$ cat config.mk
export PLATFORM = sky130hd
export DESIGN_NAME = sedh_csr
export DESIGN_NICKNAME = d
export VERILOG_FILES = /design/src/rtl/core/sedh_pkg.sv /design/src/rtl/core/sedh_csr.sv
export SDC_FILE = /design/constraint.sdc
export NUM_CORES = 1
export LEC_CHECK = 0
export ABC_AREA = 1
export BUFFER_PORTS_ARGS = -buffer_cell sky130_fd_sc_hd__buf_4
export CAP_MARGIN = 20
export CORE_ASPECT_RATIO = 0.6
export CORE_MARGIN = 5
export CORE_UTILIZATION = 45
export CTS_BUF_LIST = sky130_fd_sc_hd__clkbuf_4
export CTS_CLUSTER_DIAMETER = 100
export DETAILED_ROUTE_END_ITERATION = 10
export PLACE_DENSITY = 0.84
export SLEW_MARGIN = 25
export SYNTH_ARGS = -nofsm -noshare
export SYNTH_HDL_FRONTEND = slang
export SYNTH_SLANG_ARGS = --single-unit
export TNS_END_PERCENT = 50
$ cat constraint.sdc
create_clock -name clock -period 1.81 [get_ports clock]
set_input_delay 0.362 -clock clock [delete_from_list [all_inputs] [get_ports clock]]
set_output_delay 0.362 -clock clock [all_outputs]
set_load 0.02 [all_outputs]
$ cat src/rtl/core/sedh_pkg.sv
// ----------------------------------------------------------------------------
// sedh_pkg
// shared types, constants and the per-channel error diffusion arithmetic
// ----------------------------------------------------------------------------
package sedh_pkg;

   localparam int DEF_MAX_WIDTH = 1024;
   localparam int DEF_CHANNELS  = 3;
   localparam int ERR_W         = 14;
   localparam int WIDE_W        = 18;
   localparam int ROW_W         = 12;
   localparam int CSR_ADDR_W    = 4;
   localparam int CSR_DATA_W    = 32;

   localparam logic [7:0]  DEF_THRESHOLD    = 8'd128;
   localparam logic [10:0] DEF_FRAME_WIDTH  = 11'd500;
   localparam logic [11:0] DEF_FRAME_HEIGHT = 12'd375;
   localparam logic        DEF_INVERT_MODE  = 1'b1;

   localparam logic [7:0] DOT_ON  = 8'hFF;
   localparam logic [7:0] DOT_OFF = 8'h00;

   localparam logic signed [WIDE_W-1:0] WIDE_ERR_MAX = 18'sd8191;
   localparam logic signed [WIDE_W-1:0] WIDE_ERR_MIN = -18'sd8192;
   localparam logic signed [WIDE_W-1:0] FULL_SCALE   = 18'sd4080;

   typedef enum logic [1:0] {
      REG_THRESHOLD    = 2'd0,
      REG_FRAME_WIDTH  = 2'd1,
      REG_FRAME_HEIGHT = 2'd2,
      REG_INVERT_MODE  = 2'd3
   } reg_index_type;

   typedef logic signed [ERR_W-1:0] err_type;

   typedef struct packed {
      logic [7:0]  threshold;
      logic [10:0] frame_width;
      logic [11:0] frame_height;
      logic        invert_mode;
   } cfg_type;

   typedef struct packed {
      logic [7:0] chan_a;
      logic [7:0] chan_b;
      logic [7:0] chan_c;
   } req_type;

   typedef struct packed {
      logic [7:0] dot_a;
      logic [7:0] dot_b;
      logic [7:0] dot_c;
      logic       frame_end;
   } rsp_type;

   typedef struct packed {
      logic interior;
      logic wr_en;
      logic row_end;
      logic row_start;
      logic frame_start;
      logic frame_end;
   } flags_type;

   typedef struct packed {
      logic    hit;
      err_type carry;
      err_type below;
      err_type pend_left;
      err_type pend_here;
   } chan_result_type;

   function automatic err_type sat_err(input logic signed [WIDE_W-1:0] v);
      if (v > WIDE_ERR_MAX) begin
         return ERR_W'(WIDE_ERR_MAX);
      end
      if (v < WIDE_ERR_MIN) begin
         return ERR_W'(WIDE_ERR_MIN);
      end
      return ERR_W'(v);
   endfunction

   function automatic chan_result_type diffuse_chan(
      input logic [7:0] sample,
      input logic       invert,
      input logic [7:0] level,
      input err_type    stored,
      input err_type    carry,
      input err_type    pend_left,
      input err_type    pend_here
   );
      logic [7:0]               s_eff;
      err_type                  err;
      logic signed [WIDE_W-1:0] f;
      logic signed [WIDE_W-1:0] lim;
      logic signed [WIDE_W-1:0] d;
      logic signed [WIDE_W-1:0] d3;
      logic signed [WIDE_W-1:0] d5;
      logic signed [WIDE_W-1:0] d7;
      chan_result_type          res;
      s_eff         = sample ^ {8{invert}};
      err           = sat_err(WIDE_W'(stored) + WIDE_W'(carry));
      f             = $signed({6'b0, s_eff, 4'b0}) + WIDE_W'(err);
      lim           = $signed({6'b0, level, 4'b0});
      res.hit       = (f > lim);
      d             = res.hit ? (f - FULL_SCALE) : f;
      d3            = (d <<< 1) + d;
      d5            = (d <<< 2) + d;
      d7            = (d <<< 3) - d;
      res.carry     = ERR_W'(d7 >>> 4);
      res.below     = sat_err(WIDE_W'(pend_left) + (d3 >>> 4));
      res.pend_left = sat_err(WIDE_W'(pend_here) + (d5 >>> 4));
      res.pend_here = ERR_W'(d >>> 4);
      return res;
   endfunction

endpackage

$ cat src/rtl/core/sedh_csr.sv
// ----------------------------------------------------------------------------
// sedh_csr
// apb register file: threshold, frame size and cmy inversion
// ----------------------------------------------------------------------------
module sedh_csr (
   input  logic                                clock,
   input  logic                                reset,
   input  logic                                csr_psel,
   input  logic                                csr_penable,
   input  logic                                csr_pwrite,
   input  logic [sedh_pkg::CSR_ADDR_W-1:0]     csr_paddr,
   input  logic [sedh_pkg::CSR_DATA_W-1:0]     csr_pwdata,
   output logic [sedh_pkg::CSR_DATA_W-1:0]     csr_prdata,
   output logic                                csr_pready,
   output sedh_pkg::cfg_type                   cfg
);
   import sedh_pkg::*;

   cfg_type       cfg_ff;
   cfg_type       cfg_in;
   reg_index_type index;
   logic          wr_fire;

   assign index      = reg_index_type'(csr_paddr[CSR_ADDR_W-1:2]);
   assign wr_fire    = csr_psel && csr_penable && csr_pwrite && csr_pready;
   assign csr_pready = 1'b1;
   assign cfg        = cfg_ff;

   always_comb begin
      cfg_in = cfg_ff;
      if (wr_fire) begin
         case (index)
            REG_THRESHOLD:    cfg_in.threshold    = csr_pwdata[7:0];
            REG_FRAME_WIDTH:  cfg_in.frame_width  = csr_pwdata[10:0];
            REG_FRAME_HEIGHT: cfg_in.frame_height = csr_pwdata[11:0];
            REG_INVERT_MODE:  cfg_in.invert_mode  = csr_pwdata[0];
            default:          cfg_in = cfg_ff;
         endcase
      end
   end

   always_comb begin
      case (index)
         REG_THRESHOLD:    csr_prdata = {24'b0, cfg_ff.threshold};
         REG_FRAME_WIDTH:  csr_prdata = {21'b0, cfg_ff.frame_width};
         REG_FRAME_HEIGHT: csr_prdata = {20'b0, cfg_ff.frame_height};
         REG_INVERT_MODE:  csr_prdata = {31'b0, cfg_ff.invert_mode};
         default:          csr_prdata = '0;
      endcase
   end

   always_ff @(posedge clock) begin
      if (reset) begin
         cfg_ff.threshold    <= DEF_THRESHOLD;
         cfg_ff.frame_width  <= DEF_FRAME_WIDTH;
         cfg_ff.frame_height <= DEF_FRAME_HEIGHT;
         cfg_ff.invert_mode  <= DEF_INVERT_MODE;
      end else begin
         cfg_ff <= cfg_in;
      end
   end

endmodule

==> impl_metrics.ini <==
[status]
status = completed

[setup_path]
cp-endpoint = csr_prdata[0]
cp_max_fo = 6
r2r_setup_slack_ns = 1.18
cpMostUsedCell = buf_4
startpoint = csr_paddr[2]
worstPathArrival_ns = 1.17
critical_path.reg2reg.endpoint = cfg[31]$_SDFFE_PP1P_
crit_type = input port to output port
r2r.worst_path.cells = 2
critical_path.max_stage_delay_ns = 0.17
path_cells = buf_4, inv_2, nor2_4, buf_4, nand2_1, nand4_1, buf_4
rr_startpoint = cfg[31]$_SDFFE_PP1P_
startpoint_type = input port
end_kind = output port
crit_slowest_cell = buf_4
critical_path_required_ns = 1.45

[pwr]
power.internal_w = 0.00100
p_leak_nw = 1.14
power.share.switching_pct = 30.2
p_comb_share_pct = 20.4
pwr-share-seq_pct = 50.8
p_sw_w = 0.000436
p_clk_share_pct = 28.8
power.density_nw_per_um2 = 667
ir_drop_uv = 371

[sta]
period_needed_ns = 1.54
final-hold-violation-count = 0
fin_crit_sh_pct = 84.9
slew_headroom_pct = 63.5
tightest_slew_ns = 0.546
fin_ws_ns = 0.273
rsz0062_at_grt = false
setup_tns_ns = 0
max_freq_mhz = 651
setup-violations-final = 0
drv_slew = 0
skew_ns = 0

[drt]
via_count = 1722
drc = 0
drtPass1Iterations = 4
ant_nets = 0
routed_wirelength_mm = 4.55
viasPerCell = 4.68
drt-initial-drc-count = 98
routedWlPerCell_microns = 12.4

[grt]
grt_max_degree = 33
grt_pass1_wl_mm = 7.15
gr-total-overflow = 0
grt_pass1_vias = 1533
antenna_found_initial = 0
grt_use_total_pct = 18.1

[hold_path]
holdPathStages = 3
hold_path_class = input port to flop
min-delay-start = csr_pwdata[1]

[logic_synthesis]
avgSynthCellArea_sq_um = 6.57
synth.distinct_cells = 16
yosys.area.top_type = dfxtp_1
synth.cell_area_sq_um = 1660
ys_ff_latch = 32
netlist_top_cells_area = dfxtp_1 39%, nand2_1 19%, nand3_1 12%
synth_top_cell_area_share_pct = 38.6
yosys_warnings = 0
yosysSeqAreaShare_pct = 38.6
syn_inst = 253

[layout]
final_core_util_pct = 59.7
drive_gt1_share_pct = 26.8
most-common-layout-cells = 84 x nand2_1, 72 x buf_4, 41 x nand3_1
post-route-cell-area_sq_um = 2160
layout_commonest_cell = nand2_1
nNetsFinal = 361
antenna_cells = 0
largest_reg_flops = 32
area_delta_synth_final_pct = 30.0

[clock_network]
clockBufferDepth = 2
postCtsHoldBufs = 0
cts.repair.resized = 0
cts-root-buf = clkbuf_4
numCtsBuffers = 5
cts_setup_buffers = 0
path_clk_slew_ns = 0.09
cts_tree = yes
clk_latency_ns = 0.33
htreeDepth = 2
clock-sinks = 32

[placed_design]
dp_worst_setup_slack_ns = 0.267
io_buffers = 62
routabilityCongestion = 0.809
post_dp_cell_area_sq_um = 2100
dp_hpwl_mm = 3.44

[floorplanning]
ios = 106
std_cell_rows = 17
die_h_microns = 57.1
initial_utilization_pct = 46.0
die_x_microns = 88.4
die-area_sq_um = 5050
coreArea_sq_um = 3620

[job]
drv_cap = 0
## power by group through the flow
stage | sequential, W | combinational, W | clock (W)
after CTS | 0.000732 | 0.000294 | 0.000427
after detailed placement | 0.000748 | 0.000293 | 0
final | 0.000732 | 0.000294 | 0.000415
after global placement | 0.000747 | 0.000289 | 0
after global routing | 0.000734 | 0.000323 | 0.000449
after floorplan | 0.000765 | 0.000193 | 0
## how the worst min path moves through the flow
stage                                       to  slack (ns)
after CTS                  cfg[2]$_SDFFE_PP1P_        0.24
after global placement     cfg[7]$_SDFFE_PP1P_        0.47
after global routing      cfg[18]$_SDFFE_PP1P_        0.25
after detailed placement   cfg[2]$_SDFFE_PP1P_        0.47
final                      cfg[2]$_SDFFE_PP1P_        0.25
after floorplan            cfg[1]$_SDFFE_PP1P_        0.49
## Yosys cell counts
master and n:
clkbuf_1 2, nand3_1 41, buf_6 3, nor2_2 2, dfxtp_1 32, nor2_4 2, inv_2 2, buf_2 3
o21ai_0 2, conb_1 2, nand4_1 1, inv_1 15, nor2_1 38, buf_4 23, nand2_2 1, nand2_1 84
## area by class of cell
cell class | count | area, sq um
Clock buffer | 7 | 52.6
Clock inverter | 1 | 3.75
Fill cell | 370 | 1460
Inverter | 17 | 63.8
Multi-Input combinational cell | 192 | 800
Sequential cell | 32 | 641
Tap cell | 47 | 58.8
Timing Repair Buffer | 72 | 541
## per-stage QoR
stage               instances  hold WS [ns]  total power [W]
floorplan                 272         0.488         0.000958
global placement          360         0.468          0.00104
detailed placement        360         0.471          0.00104
CTS                       368         0.238          0.00145
global route              368         0.252          0.00151
finish                    368         0.251          0.00144
## critical path, delay by kind of cell
family        cells  cell delay, ns
simple gates      3            0.31
buf+inv           4            0.51
## per-layer routing
| layer | vias to the layer above | wire (microns) | track usage (%) |
|---|---|---|---|
| met5 | - | 0 | 0 |
| met4 | 0 | 40 | 5.60 |
| met3 | 5 | 441 | 6.20 |
| met2 | 67 | 2090 | 28.4 |
| met1 | 776 | 1980 | 23.4 |
| li1 | 874 | - | - |
## cells by family after synthesis
logic type,synth area share [%]
AND/OR/NAND/NOR,42.8
buffers and inverters,17.6
flip-flops,38.6
AO/OA/AOI/OAI,0.602
other,0.452
Power figures use the tool's default switching activity.
