**src/rtl/core/sedh_pkg.sv**
```systemverilog
// ----------------------------------------------------------------------------
// sedh_pkg
// shared types, constants and the per-channel error diffusion arithmetic
// ----------------------------------------------------------------------------
package sedh_pkg;

   localparam int DEF_MAX_WIDTH = 1024;
   localparam int DEF_CHANNELS  = 3;
   localparam int ERR_W         = 14;
   localparam int WIDE_W        = 18;
   localparam int ROW_W         = 12;
   localparam int CSR_ADDR_W    = 4;
   localparam int CSR_DATA_W    = 32;

   localparam logic [7:0]  DEF_THRESHOLD    = 8'd128;
   localparam logic [10:0] DEF_FRAME_WIDTH  = 11'd500;
   localparam logic [11:0] DEF_FRAME_HEIGHT = 12'd375;
   localparam logic        DEF_INVERT_MODE  = 1'b1;

   localparam logic [7:0] DOT_ON  = 8'hFF;
   localparam logic [7:0] DOT_OFF = 8'h00;

   localparam logic signed [WIDE_W-1:0] WIDE_ERR_MAX = 18'sd8191;
   localparam logic signed [WIDE_W-1:0] WIDE_ERR_MIN = -18'sd8192;
   localparam logic signed [WIDE_W-1:0] FULL_SCALE   = 18'sd4080;

   typedef enum logic [1:0] {
      REG_THRESHOLD    = 2'd0,
      REG_FRAME_WIDTH  = 2'd1,
      REG_FRAME_HEIGHT = 2'd2,
      REG_INVERT_MODE  = 2'd3
   } reg_index_type;

   typedef logic signed [ERR_W-1:0] err_type;

   typedef struct packed {
      logic [7:0]  threshold;
      logic [10:0] frame_width;
      logic [11:0] frame_height;
      logic        invert_mode;
   } cfg_type;

   typedef struct packed {
      logic [7:0] chan_a;
      logic [7:0] chan_b;
      logic [7:0] chan_c;
   } req_type;

   typedef struct packed {
      logic [7:0] dot_a;
      logic [7:0] dot_b;
      logic [7:0] dot_c;
      logic       frame_end;
   } rsp_type;

   typedef struct packed {
      logic interior;
      logic wr_en;
      logic row_end;
      logic row_start;
      logic frame_start;
      logic frame_end;
   } flags_type;

   typedef struct packed {
      logic    hit;
      err_type carry;
      err_type below;
      err_type pend_left;
      err_type pend_here;
   } chan_result_type;

   function automatic err_type sat_err(input logic signed [WIDE_W-1:0] v);
      if (v > WIDE_ERR_MAX) begin
         return ERR_W'(WIDE_ERR_MAX);
      end
      if (v < WIDE_ERR_MIN) begin
         return ERR_W'(WIDE_ERR_MIN);
      end
      return ERR_W'(v);
   endfunction

   function automatic chan_result_type diffuse_chan(
      input logic [7:0] sample,
      input logic       invert,
      input logic [7:0] level,
      input err_type    stored,
      input err_type    carry,
      input err_type    pend_left,
      input err_type    pend_here
   );
      logic [7:0]               s_eff;
      err_type                  err;
      logic signed [WIDE_W-1:0] f;
      logic signed [WIDE_W-1:0] lim;
      logic signed [WIDE_W-1:0] d;
      logic signed [WIDE_W-1:0] d3;
      logic signed [WIDE_W-1:0] d5;
      logic signed [WIDE_W-1:0] d7;
      chan_result_type          res;
      s_eff         = sample ^ {8{invert}};
      err           = sat_err(WIDE_W'(stored) + WIDE_W'(carry));
      f             = $signed({6'b0, s_eff, 4'b0}) + WIDE_W'(err);
      lim           = $signed({6'b0, level, 4'b0});
      res.hit       = (f > lim);
      d             = res.hit ? (f - FULL_SCALE) : f;
      d3            = (d <<< 1) + d;
      d5            = (d <<< 2) + d;
      d7            = (d <<< 3) - d;
      res.carry     = ERR_W'(d7 >>> 4);
      res.below     = sat_err(WIDE_W'(pend_left) + (d3 >>> 4));
      res.pend_left = sat_err(WIDE_W'(pend_here) + (d5 >>> 4));
      res.pend_here = ERR_W'(d >>> 4);
      return res;
   endfunction

endpackage

```
**src/rtl/core/sedh_raster.sv**
```systemverilog
// ----------------------------------------------------------------------------
// sedh_raster
// raster position counters and per-pixel border and line-store flags
// ----------------------------------------------------------------------------
module sedh_raster #(
   parameter int MAX_WIDTH = sedh_pkg::DEF_MAX_WIDTH
) (
   input  logic                         clock,
   input  logic                         reset,
   input  sedh_pkg::cfg_type            cfg,
   input  logic                         accept,
   output sedh_pkg::flags_type          flags,
   output logic [$clog2(MAX_WIDTH)-1:0] col,
   output logic [$clog2(MAX_WIDTH)-1:0] wr_addr
);
   import sedh_pkg::*;

   localparam int CW = $clog2(MAX_WIDTH);
   localparam int WW = (CW + 1 > 11) ? CW + 1 : 11;
   localparam logic [WW-1:0] MAXW = WW'(MAX_WIDTH);

   logic [CW-1:0]    col_ff;
   logic [CW-1:0]    col_in;
   logic [ROW_W-1:0] row_ff;
   logic [ROW_W-1:0] row_in;
   logic [WW-1:0]    w_raw;
   logic [WW-1:0]    w_eff;
   logic [WW-1:0]    col_ext;
   logic [WW-1:0]    tail_addr;
   logic [ROW_W-1:0] h_eff;
   logic [ROW_W:0]   row_ext;
   logic             inner_row;

   assign w_raw   = WW'(cfg.frame_width);
   assign w_eff   = (w_raw < WW'(3)) ? WW'(3) : ((w_raw > MAXW) ? MAXW : w_raw);
   assign h_eff   = (cfg.frame_height < ROW_W'(3)) ? ROW_W'(3) : cfg.frame_height;
   assign col_ext = WW'(col_ff);
   assign row_ext = {1'b0, row_ff};

   assign tail_addr = w_eff - WW'(2);

   always_comb begin
      flags.row_end     = (col_ext + WW'(1)) >= w_eff;
      flags.frame_end   = flags.row_end && ((row_ext + (ROW_W+1)'(1)) >= {1'b0, h_eff});
      inner_row         = (row_ff != '0) && ((row_ext + (ROW_W+1)'(2)) <= {1'b0, h_eff});
      flags.interior    = inner_row && (col_ff != '0) && ((col_ext + WW'(2)) <= w_eff);
      flags.wr_en       = (flags.interior && (col_ff >= CW'(2))) ||
                          (inner_row && flags.row_end);
      flags.row_start   = (col_ff == '0);
      flags.frame_start = (col_ff == '0) && (row_ff == '0);
   end

   assign col     = col_ff;
   assign wr_addr = flags.interior ? (col_ff - CW'(1)) : tail_addr[CW-1:0];

   always_comb begin
      col_in = col_ff;
      row_in = row_ff;
      if (accept) begin
         if (flags.row_end) begin
            col_in = '0;
            row_in = flags.frame_end ? '0 : (row_ff + ROW_W'(1));
         end else begin
            col_in = col_ff + CW'(1);
         end
      end
   end

   always_ff @(posedge clock) begin
      if (reset) begin
         col_ff <= '0;
         row_ff <= '0;
      end else begin
         col_ff <= col_in;
         row_ff <= row_in;
      end
   end

`ifndef NO_ASSERTIONS
   a_row_wrap: assert property (@(posedge clock) disable iff (reset)
      accept && flags.row_end |=> col_ff == '0)
      else $error("column did not wrap after end of row");
`endif

endmodule

```
**config.mk**
```make
export PLATFORM = sky130hd
export DESIGN_NAME = sedh_raster
export DESIGN_NICKNAME = d
export VERILOG_FILES = /design/src/rtl/core/sedh_pkg.sv /design/src/rtl/core/sedh_raster.sv
export SDC_FILE = /design/constraint.sdc
export NUM_CORES = 1
export LEC_CHECK = 0
export BUFFER_PORTS_ARGS = -buffer_cell sky130_fd_sc_hd__buf_2
export CAP_MARGIN = 20
export CORE_ASPECT_RATIO = 1.1
export CORE_MARGIN = 3
export CORE_UTILIZATION = 45
export CTS_BUF_LIST = sky130_fd_sc_hd__clkbuf_4
export DETAILED_ROUTE_END_ITERATION = 8
export GPL_ROUTABILITY_DRIVEN = 0
export PLACE_DENSITY = 0.67
export REMOVE_ABC_BUFFERS = 1
export SYNTH_ARGS = -nofsm -noshare
export SYNTH_HDL_FRONTEND = slang
export SYNTH_SLANG_ARGS = --single-unit
```
**constraint.sdc**
```tcl
create_clock -name clock -period 6.95 [get_ports clock]
set_input_delay 1.39 -clock clock [delete_from_list [all_inputs] [get_ports clock]]
set_output_delay 1.39 -clock clock [all_outputs]
set_load 0.01 [all_outputs]
```
==> metrics.yaml, run 1 <==
outcome: "finished clean"
vias_per_cell: 5.94
synth_compound_area_share_pct: 20.9
synth_mux_area_share_pct: 2.44
clk_latency_ns: 0.31
placed_area_um2: 3570
synth_seq_cells: 22
layout-drive-gt1-share_pct: 15.8
ant_nets: 0
critPathArrivalTime_ns: 4.55
drc_errors: 0
top_level_ports: 61
relSlewSlack_pct: 54.7
power_leakage_nw: 1.71
finClkSkew_ns: 0.0112
holdBufCountCts: 0
synth_top_family_by_area: "simple AND/OR/NAND/NOR gates"
wl_per_cell_um: 16.0
cts_setup_buffers: 0
die_area_um2: 8360
hold_class: "register to register"
coreArea_um2: 7050
routed_wl_um: 8850
dp_hpwl_um: 7220
design_area_um2: 3630
num_rows: 32
syn_avg_cell_area_um2: 7.58
grt_pass1_vias: 3070
path_max_fanout: 10
crit_chain: "buf_2 -> nor4_1 -> and4_1 -> o21ai_0 -> ha_1 -> nor2b_1 -> o31ai_1 -> a21oi_1 -> o21a_1 -> a211oi_2 -> buf_4 -> mux2_4 -> buf_2"
max_stage_delay_ns: 0.47
start_kind: "input port"
dpl_worst_slack_ns: 1.01
grt_max_degree: 21
finalCritPeriodShare_pct: 85.4
synthCells: 433
area_growth_pct: 10.4
final_nets: 558
synth_top_area_cell: "ha_1"
cts_resized: 0
synthArstFlopShare_pct: 0
required_ns: 5.56
drtPass1Iterations: 5
cp_slowest_cell: "nor4_1"
rsz0062_at_grt: "false"
grt_pass1_wl_um: 14600
fillCellCount: 695
synth_simple_gate_area_share_pct: 24.6
io_buffers: 51
antenna_found_initial: 0
cts.sinks: 22
ctsHtreeMaxLevel: 1
cellPowerDensity_nw_per_um2: 95.6
timing.fmax_mhz: 168
cts_root_buffer: "clkbuf_4"
synth_edf_count: 0
seq_area_frac_synth_pct: 13.4
tns_ns: 0
grt_usage_pct: 21.5
detailroute.via_count: 3286
ys_top_cells_by_area: "ha_1 21%, dfxtp_1 13%, xnor2_1 8.5%"
worst_hold_slack_ns: 0.576
antenna_cells: 0
holdPathEnd: "row_ff[11]$_SDFFE_PP0P_"
setup_viol: 0
finalMaxSlewViolations: 0
grt_overflow: 0
maxCapViolations: 0
final_cell_mix: "54 x ha_1, 51 x buf_2, 36 x nand2_1"
hold_path_depth: 2
period_minus_slack_ns: 5.94
cp_common_cell: "buf_2"
vdd_drop_max_uv: 78.7
yosysWarnings: 0
regToRegStartpoint: "col[0]$_SDFFE_PP0P_"
cts_tree: "yes"
rr_worst_depth: 13
ys.flop_type: "dfxtp_1"
worst_slew_pin_slew_ns: 0.680
r2r-end: "col[4]$_SDFFE_PP0P_"
final_common_cell: "ha_1"
rrSetupSlack_ns: 2.99
path_class: "input port to primary output"
die_w_um: 87.4
drtIter0Drc: 168
synthesis.area_um2: 3280
cp-end-kind: "primary output"
hold_start: "row_ff[11]$_SDFFE_PP0P_"
final_util_pct: 51.5
hold_viol: 0
die_h_um: 95.6
numCtsBuffers: 3
worst_slack_ns: 1.01
synth_top_area_share_pct: 20.6
synth_fa_ha_area_share_pct: 20.6
initial_utilization_pct: 46.6
path_clk_slew_ns: 0.14
synth_xor_area_share_pct: 12.0
yosysUniqueCellTypes: 60
ctsLongestPathBuffers: 2
worst max-delay path, delay by kind of cell:
| kind | cells | cell delay (ns) |
|---|---|---|
| buffers and inverters | 3 | 0.50 |
| AND/OR/NAND/NOR | 3 | 0.96 |
| adder cells (fa/ha/maj) | 1 | 0.39 |
| AO/OA/AOI/OAI | 5 | 0.99 |
| multiplexers | 1 | 0.32 |
synth_stat cells (2+ instances only):
library cell / instances
ha_1: 54
nand2_1: 36
xnor2_1: 32
nor2_1: 30
nand3_1: 29
inv_1: 28
a21oi_1: 26
dfxtp_1: 22
clkbuf_1: 19
nand4_1: 14
xor2_1: 13
and3_1: 10
o21ai_0: 10
o21a_1: 7
a211oi_1: 6
a21o_1: 6
nor3_1: 6
nor4_1: 6
or3_1: 6
a22o_1: 5
mux2i_1: 5
or2_2: 5
o22ai_1: 4
o41ai_1: 4
buf_1: 3
o311ai_0: 3
a2bb2oi_1: 2
a31o_2: 2
a41oi_1: 2
mux2_4: 2
nand4b_1: 2
nor2b_1: 2
nor3b_1: 2
o2111ai_1: 2
o211ai_1: 2
or4_1: 2
metal layers:
layer  routed length, um  share of wire [%]  GRT usage [%]  up-vias
li1                    -                  -              -     1663
met1                3940                 45           26.9     1532
met2                4400                 50           39.9       81
met3                 341                3.9           1.04       10
met4                 161                1.8           5.12        0
met5                   0                  0              0        -
worst max-delay path by stage:
stage                     startpoint          to  slack [ns]  cells past startpoint
after floorplan              cfg[16]  wr_addr[0]        1.29                     10
after global placement       cfg[16]  wr_addr[1]        0.99                     13
after detailed placement     cfg[16]  wr_addr[1]        1.01                     13
after CTS                    cfg[16]  wr_addr[1]        1.00                     13
after global routing         cfg[16]  wr_addr[1]        0.83                     13
final                        cfg[16]  wr_addr[1]        1.01                     13
kinds of logic (layout without fill, tap and decap cells):
group / after synthesis / count (layout)
simple gates: 157 / 157
compound gates: 97 / 97
fa+ha+maj: 54 / 54
buf+inv: 51 / 86
xor+xnor: 45 / 45
flops: 22 / 22
mux: 7 / 7
flip-flops by register name, summed over array words and instances, names as in the netlist:
register and count:
row_ff 12, col 10
per-stage QoR:
| step | instances | power (W) |
|---|---|---|
| after floorplan | 410 | 0.000208 |
| after global placement | 549 | 0.000248 |
| after detailed placement | 549 | 0.000250 |
| after CTS | 553 | 0.000350 |
| after global routing | 553 | 0.000370 |
| final | 553 | 0.000347 |
power breakdown:
part,internal (W),total [W],switching [W]
logic,0.0000494,0.000117,0.0000673
clock network,0.0000583,0.0000988,0.0000406
registers,0.000127,0.000131,0.00000376
final cells by class:
class                      instances  area, um2  area share (%)
tap                               85        106            2.93
sequential                        22        440            12.1
timing repair buffer              54        278            7.66
inverter                          28        105            2.90
clock inverter                     1       30.0           0.828
multi-input combinational        360       2640            72.9
clock buffer                       3       22.5           0.621
Note: power is estimated with default switching activity, not from simulation.
==> run 2, diff against run 1 <==
--- a/config.mk
+++ b/config.mk
@@ -10,11 +10,9 @@
 export CORE_ASPECT_RATIO = 1.1
 export CORE_MARGIN = 3
 export CORE_UTILIZATION = 45
-export CTS_BUF_LIST = sky130_fd_sc_hd__clkbuf_4
 export DETAILED_ROUTE_END_ITERATION = 8
 export GPL_ROUTABILITY_DRIVEN = 0
 export PLACE_DENSITY = 0.67
-export REMOVE_ABC_BUFFERS = 1
 export SYNTH_ARGS = -nofsm -noshare
 export SYNTH_HDL_FRONTEND = slang
 export SYNTH_SLANG_ARGS = --single-unit
==> run 2 against run 1 <==
Worst hold slack got worse by 0.019 ns. Worst setup slack got worse by 0.057 ns. Critical endpoint unchanged. Critical path depth unchanged. Core utilization decreased by 0.071 points. Fmax decreased by 0.95%.
==> metrics.yaml, run 2 (synthesized netlist as in run 1, its figures left out) <==
cts_root_buffer: "clkbuf_8"
path_clk_slew_ns: 0.09  # -0.05 ns
path_max_fanout: 10  # unchanged
grt_usage_pct: 21.9  # +0.42 points
vias_per_cell: 5.98  # +0.70%
cts_setup_buffers: 0  # unchanged
drtPass1Iterations: 5  # unchanged
maxCapViolations: 0  # unchanged
synthesis.nets: 522
die_h_um: 95.6  # unchanged
grt_max_degree: 21  # unchanged
cts_resized: 0  # unchanged
largest_reg_flops: 12  # unchanged
max_stage_delay_ns: 0.46  # about the same
cellPowerDensity_nw_per_um2: 94.6  # -1.0%
finalNonFillerCells: 552  # -0.18%
drtIter0Drc: 172  # +2.4%
clk_latency_ns: 0.27  # -0.04 ns
crit_chain: "buf_2 -> nor4_1 -> and4_1 -> o21ai_0 -> ha_1 -> nor2b_1 -> o31ai_1 -> a21oi_1 -> o21a_1 -> a211oi_2 -> buf_4 -> mux2_4 -> buf_2"
coreArea_um2: 7050  # unchanged
area_growth_pct: 10.3
dp_hpwl_um: 7430  # +2.9%
initial_utilization_pct: 46.6  # unchanged
placed_area_um2: 3570  # -0.21%
required_ns: 5.56  # about the same
grt_pass1_wl_um: 14900  # +1.7%
timing.fmax_mhz: 167  # -0.95%
routed_wl_um: 9000  # +1.8%
hold_viol: 0  # unchanged
final_util_pct: 51.4  # -0.071 points
tns_ns: 0  # unchanged
cts_tree: "yes"
cp_slowest_cell: "nor4_1"
numCtsBuffers: 3  # unchanged
antenna_found_initial: 0  # unchanged
finalMaxSlewViolations: 0  # unchanged
power_leakage_nw: 1.70  # -0.20%
final_common_cell: "ha_1"
vdd_drop_max_uv: 81.6  # +3.8%
rrSetupSlack_ns: 3.02  # +0.03 ns
start_kind: "input port"
ctsHtreeMaxLevel: 1  # unchanged
antenna_cells: 0  # unchanged
cp-end-kind: "primary output"
die_w_um: 87.4  # unchanged
path_class: "input port to primary output"
ant_nets: 0  # unchanged
detailroute.via_count: 3303  # +0.52%
worst_slew_pin_slew_ns: 0.744  # +0.0639 ns
finalCritPeriodShare_pct: 86.2  # +0.82 points
setup_viol: 0  # unchanged
grt_overflow: 0  # unchanged
drc_errors: 0  # unchanged
period_minus_slack_ns: 5.99  # +0.0571 ns
io_buffers: 51  # unchanged
holdBufCountCts: 0  # unchanged
grt_pass1_vias: 3186  # +3.8%
cts.sinks: 22  # unchanged
final_nets: 557  # -0.18%
finClkSkew_ns: 0.00748  # -0.00368 ns
dp_cells: 548  # -0.18%
top_register: "row_ff"
layout-drive-gt1-share_pct: 15.6  # -0.18 points
num_rows: 32  # unchanged
final_cell_mix: "54 x ha_1, 51 x buf_2, 36 x nand2_1"
wl_per_cell_um: 16.3  # +2.0%
power.total_w: 0.000343  # -1.2%
relSlewSlack_pct: 50.4  # -4.3 points
top_level_ports: 61  # unchanged
cp_common_cell: "buf_2"
rsz0062_at_grt: "false"
hold_class: "register to register"
design_area_um2: 3620  # -0.14%
ctsLongestPathBuffers: 2  # unchanged
cp_num_buf_inv: 3  # unchanged
die_area_um2: 8360  # unchanged
outcome: "finished clean"
cp_top_family: "compound AO/OA/AOI/OAI gates"
critPathArrivalTime_ns: 4.60  # +0.05 ns
## run 2: final cells by class
| type | count | area (um2) |
|---|---|---|
| fillers | 721 | 3430 |
| multi-input cells | 360 | 2640 |
| flip-flops and latches | 22 | 440 |
| repair buffers | 53 | 270 |
| well taps | 85 | 106 |
| inverters | 28 | 105 |
| clock buffers | 4 | 55.1 |
## run 2: worst min-delay path, stage by stage, from the launching register on
cell and delay [ns]:
dfxtp_1 0.38, nand2_1 0.08, a21oi_1 0.05
## run 2: where the power goes
group          total (W)  internal (W)  switching, W  leakage (nW)
clock          0.0000950     0.0000506     0.0000445        0.0288
combinational   0.000117     0.0000496     0.0000673          1.50
sequential      0.000131      0.000127    0.00000361         0.178
## run 2: path summary, 6_finish.rpt
check                     startpoint                 endpoint  cells past startpoint
max reg2reg   row_ff[0]$_SDFFE_PP0P_   row_ff[1]$_SDFFE_PP0P_                     12
min reg2reg  row_ff[11]$_SDFFE_PP0P_  row_ff[11]$_SDFFE_PP0P_                      2
min          row_ff[11]$_SDFFE_PP0P_  row_ff[11]$_SDFFE_PP0P_                      2
max                          cfg[16]               wr_addr[1]                     13
## run 2: through the flow
stage | worst slack [ns] | hold slack (ns)
detailed placement | 1.01 | 0.550
finish | 0.956 | 0.558
global placement | 0.993 | 0.540
global route | 0.801 | 0.609
CTS | 0.998 | 0.564
floorplan | 1.67 | 0.493
## run 2: metal layers
metal | up-vias | GRT usage, % | wire length, um
met5 | - | 0 | 0
met4 | 0 | 7.93 | 195
met3 | 12 | 1.12 | 328
met2 | 84 | 40.5 | 4580
met1 | 1549 | 26.5 | 3900
li1 | 1658 | - | -
==> run 3, diff against run 2 <==
--- a/config.mk
+++ b/config.mk
@@ -9,10 +9,9 @@
 export CAP_MARGIN = 20
 export CORE_ASPECT_RATIO = 1.1
 export CORE_MARGIN = 3
-export CORE_UTILIZATION = 45
+export CORE_UTILIZATION = 40
 export DETAILED_ROUTE_END_ITERATION = 8
 export GPL_ROUTABILITY_DRIVEN = 0
-export PLACE_DENSITY = 0.67
 export SYNTH_ARGS = -nofsm -noshare
 export SYNTH_HDL_FRONTEND = slang
 export SYNTH_SLANG_ARGS = --single-unit
==> constraint.sdc (replaced) <==
create_clock -name clock -period 6.4 [get_ports clock]
set_input_delay 1.28 -clock clock [delete_from_list [all_inputs] [get_ports clock]]
set_output_delay 1.28 -clock clock [all_outputs]
set_load 0.01 [all_outputs]
==> run 3 against run 2 <==
Worst setup slack lost 0.32 ns. Sequential share of layout area down 0.17 points. Sequential power is 8% higher. Routed wire length about the same. Core utilization fell by 5.2 points. Critical path depth unchanged. Via count fell by 2.1%. Critical path type unchanged. Global-route usage shrank 2.7 points. Largest cell class unchanged. Cell count is 4.3% higher. Clock skew fell by 0.00075 ns. Clock-buffer cell count fell by 1.
==> metrics.yaml, run 3 (synthesized netlist as in run 1, its figures left out) <==
fillCellCount: 839  # +16%
finClkSkew_ns: 0.00673  # -0.000746 ns
finalCritPeriodShare_pct: 90.1
antenna_found_initial: 0  # unchanged
final_nets: 558  # +0.18%
cts_setup_buffers: 0  # unchanged
dp_cells: 572  # +4.4%
worst_hold_slack_ns: 0.576  # +0.0180 ns
final_cell_mix: "54 x ha_1, 51 x buf_2, 36 x nand2_1"
cp-end-kind: "primary output"
routed_wl_um: 9010  # about the same
drtIter0Drc: 169  # -1.7%
vias_per_cell: 5.62  # -6.1%
regArea_um2: 440  # unchanged
initial_utilization_pct: 41.3  # -5.3 points
grt_pass1_wl_um: 14600  # -1.6%
cellPowerDensity_nw_per_um2: 108  # +14%
drc_errors: 0  # unchanged
hold_path_depth: 2  # unchanged
coreArea_um2: 7960  # +13%
hold_viol: 0  # unchanged
power.total_w: 0.000398  # +16%
io_buffers: 51  # unchanged
holdBufCountCts: 0  # unchanged
ant_nets: 0  # unchanged
area_growth_pct: 11.9
path_max_fanout: 10  # unchanged
path_clk_slew_ns: 0.08  # about the same
rsz0062_at_grt: "false"
hold_class: "register to register"
rrSetupSlack_ns: 2.39  # -0.63 ns
drtPass1Iterations: 4  # -1
top_level_ports: 61  # unchanged
dp_hpwl_um: 7630  # +2.8%
outcome: "finished clean"
largest_reg_flops: 12  # unchanged
power_leakage_nw: 1.71  # +0.65%
cp_common_cell: "buf_2"
die_area_um2: 9330  # +12%
timing.fmax_mhz: 173
relSlewSlack_pct: 43.5  # -6.9 points
top_register: "row_ff"
die_w_um: 92.4  # +5.6%
grt_usage_pct: 19.2  # -2.7 points
required_ns: 5.12  # -0.44 ns
final_common_cell: "ha_1"
cts_resized: 0  # unchanged
setup_viol: 0  # unchanged
antenna_cells: 0  # unchanged
worst_slew_pin_slew_ns: 0.847  # +0.104 ns
grt_max_degree: 21  # unchanged
crit_chain: "buf_2 -> nor4_1 -> and4_1 -> o21ai_0 -> ha_1 -> nor2b_1 -> o31ai_1 -> a21oi_1 -> o21a_1 -> a211oi_2 -> buf_4 -> mux2_4 -> buf_2"
num_rows: 34  # +6.3%
path_class: "input port to primary output"
die_h_um: 101  # +5.7%
grt_overflow: 0  # unchanged
multi_input_area_um2: 2640  # unchanged
grt_pass1_vias: 3070  # -3.6%
max_stage_delay_ns: 0.46  # about the same
start_kind: "input port"
numCtsBuffers: 3  # unchanged
cts_tree: "yes"
layout-drive-gt1-share_pct: 15.8  # +0.18 points
regToRegStartpoint: "col[0]$_SDFFE_PP0P_"
critPathArrivalTime_ns: 4.49  # -0.11 ns
ctsLongestPathBuffers: 2  # unchanged
synthesis.nets: 522  # unchanged
tns_ns: 0  # unchanged
finalMaxSlewViolations: 0  # unchanged
rr_worst_depth: 13  # +1
design_area_um2: 3670  # +1.5%
detailroute.via_count: 3235  # -2.1%
period_minus_slack_ns: 5.77
ctsHtreeMaxLevel: 1  # unchanged
holdPathEnd: "row_ff[11]$_SDFFE_PP0P_"
wl_per_cell_um: 15.6  # -4.1%
clk_latency_ns: 0.26  # about the same
cts.sinks: 22  # unchanged
maxCapViolations: 0  # unchanged
cp_slowest_cell: "nor4_1"
startpoint: "cfg[16]"
r2r-end: "col[8]$_SDFFE_PP0P_"
hold_start: "row_ff[11]$_SDFFE_PP0P_"
vdd_drop_max_uv: 105  # +28%
placed_area_um2: 3600  # +1.0%
finalNonFillerCells: 576  # +4.3%
cts_root_buffer: "clkbuf_8"
## run 3: worst max path at each step
stage / endpoint / cells past startpoint
final: wr_addr[0] / 13
after global routing: wr_addr[0] / 13
after CTS: wr_addr[0] / 13
after detailed placement: wr_addr[0] / 13
after global placement: wr_addr[1] / 13
after floorplan: wr_addr[0] / 11
## run 3: area by class of cell
| cell class | instances | share of cell area [%] |
|---|---|---|
| Tap cell | 108 | 3.68 |
| Timing Repair Buffer | 54 | 7.56 |
| Clock inverter | 1 | 0.817 |
| Inverter | 28 | 2.86 |
| Clock buffer | 3 | 1.12 |
| Multi-Input combinational cell | 360 | 72.0 |
| Sequential cell | 22 | 12.0 |
## run 3: critical path, delay by kind of cell
family,cells,cell delay (ns)
buf+inv,3,0.49
simple gates,3,0.95
fa+ha+maj,1,0.39
mux,1,0.31
compound gates,5,1.06
## run 3: routing by layer
layer  wire [um]  track usage (%)  part of all wire [%]
met1        3920             23.7                    44
met2        4440             34.7                    49
met3         318             1.79                   3.5
met4         320             6.40                   3.6
met5           0                0                     0
## run 3: metrics by stage
| stage | util (%) | setup WS (ns) |
|---|---|---|
| after CTS | 46.2 | 0.647 |
| after detailed placement | 45.3 | 0.656 |
| after global placement | 45.3 | 0.654 |
| final | 46.2 | 0.632 |
| after floorplan | - | 1.34 |
| after global routing | 46.2 | 0.461 |
## run 3: where the power goes
group / total [W] / internal, W / switching (W)
clock: 0.000128 / 0.0000835 / 0.0000448
sequential: 0.000142 / 0.000138 / 0.00000397
combinational: 0.000128 / 0.0000538 / 0.0000739
total: 0.000398 / 0.000275 / 0.000123
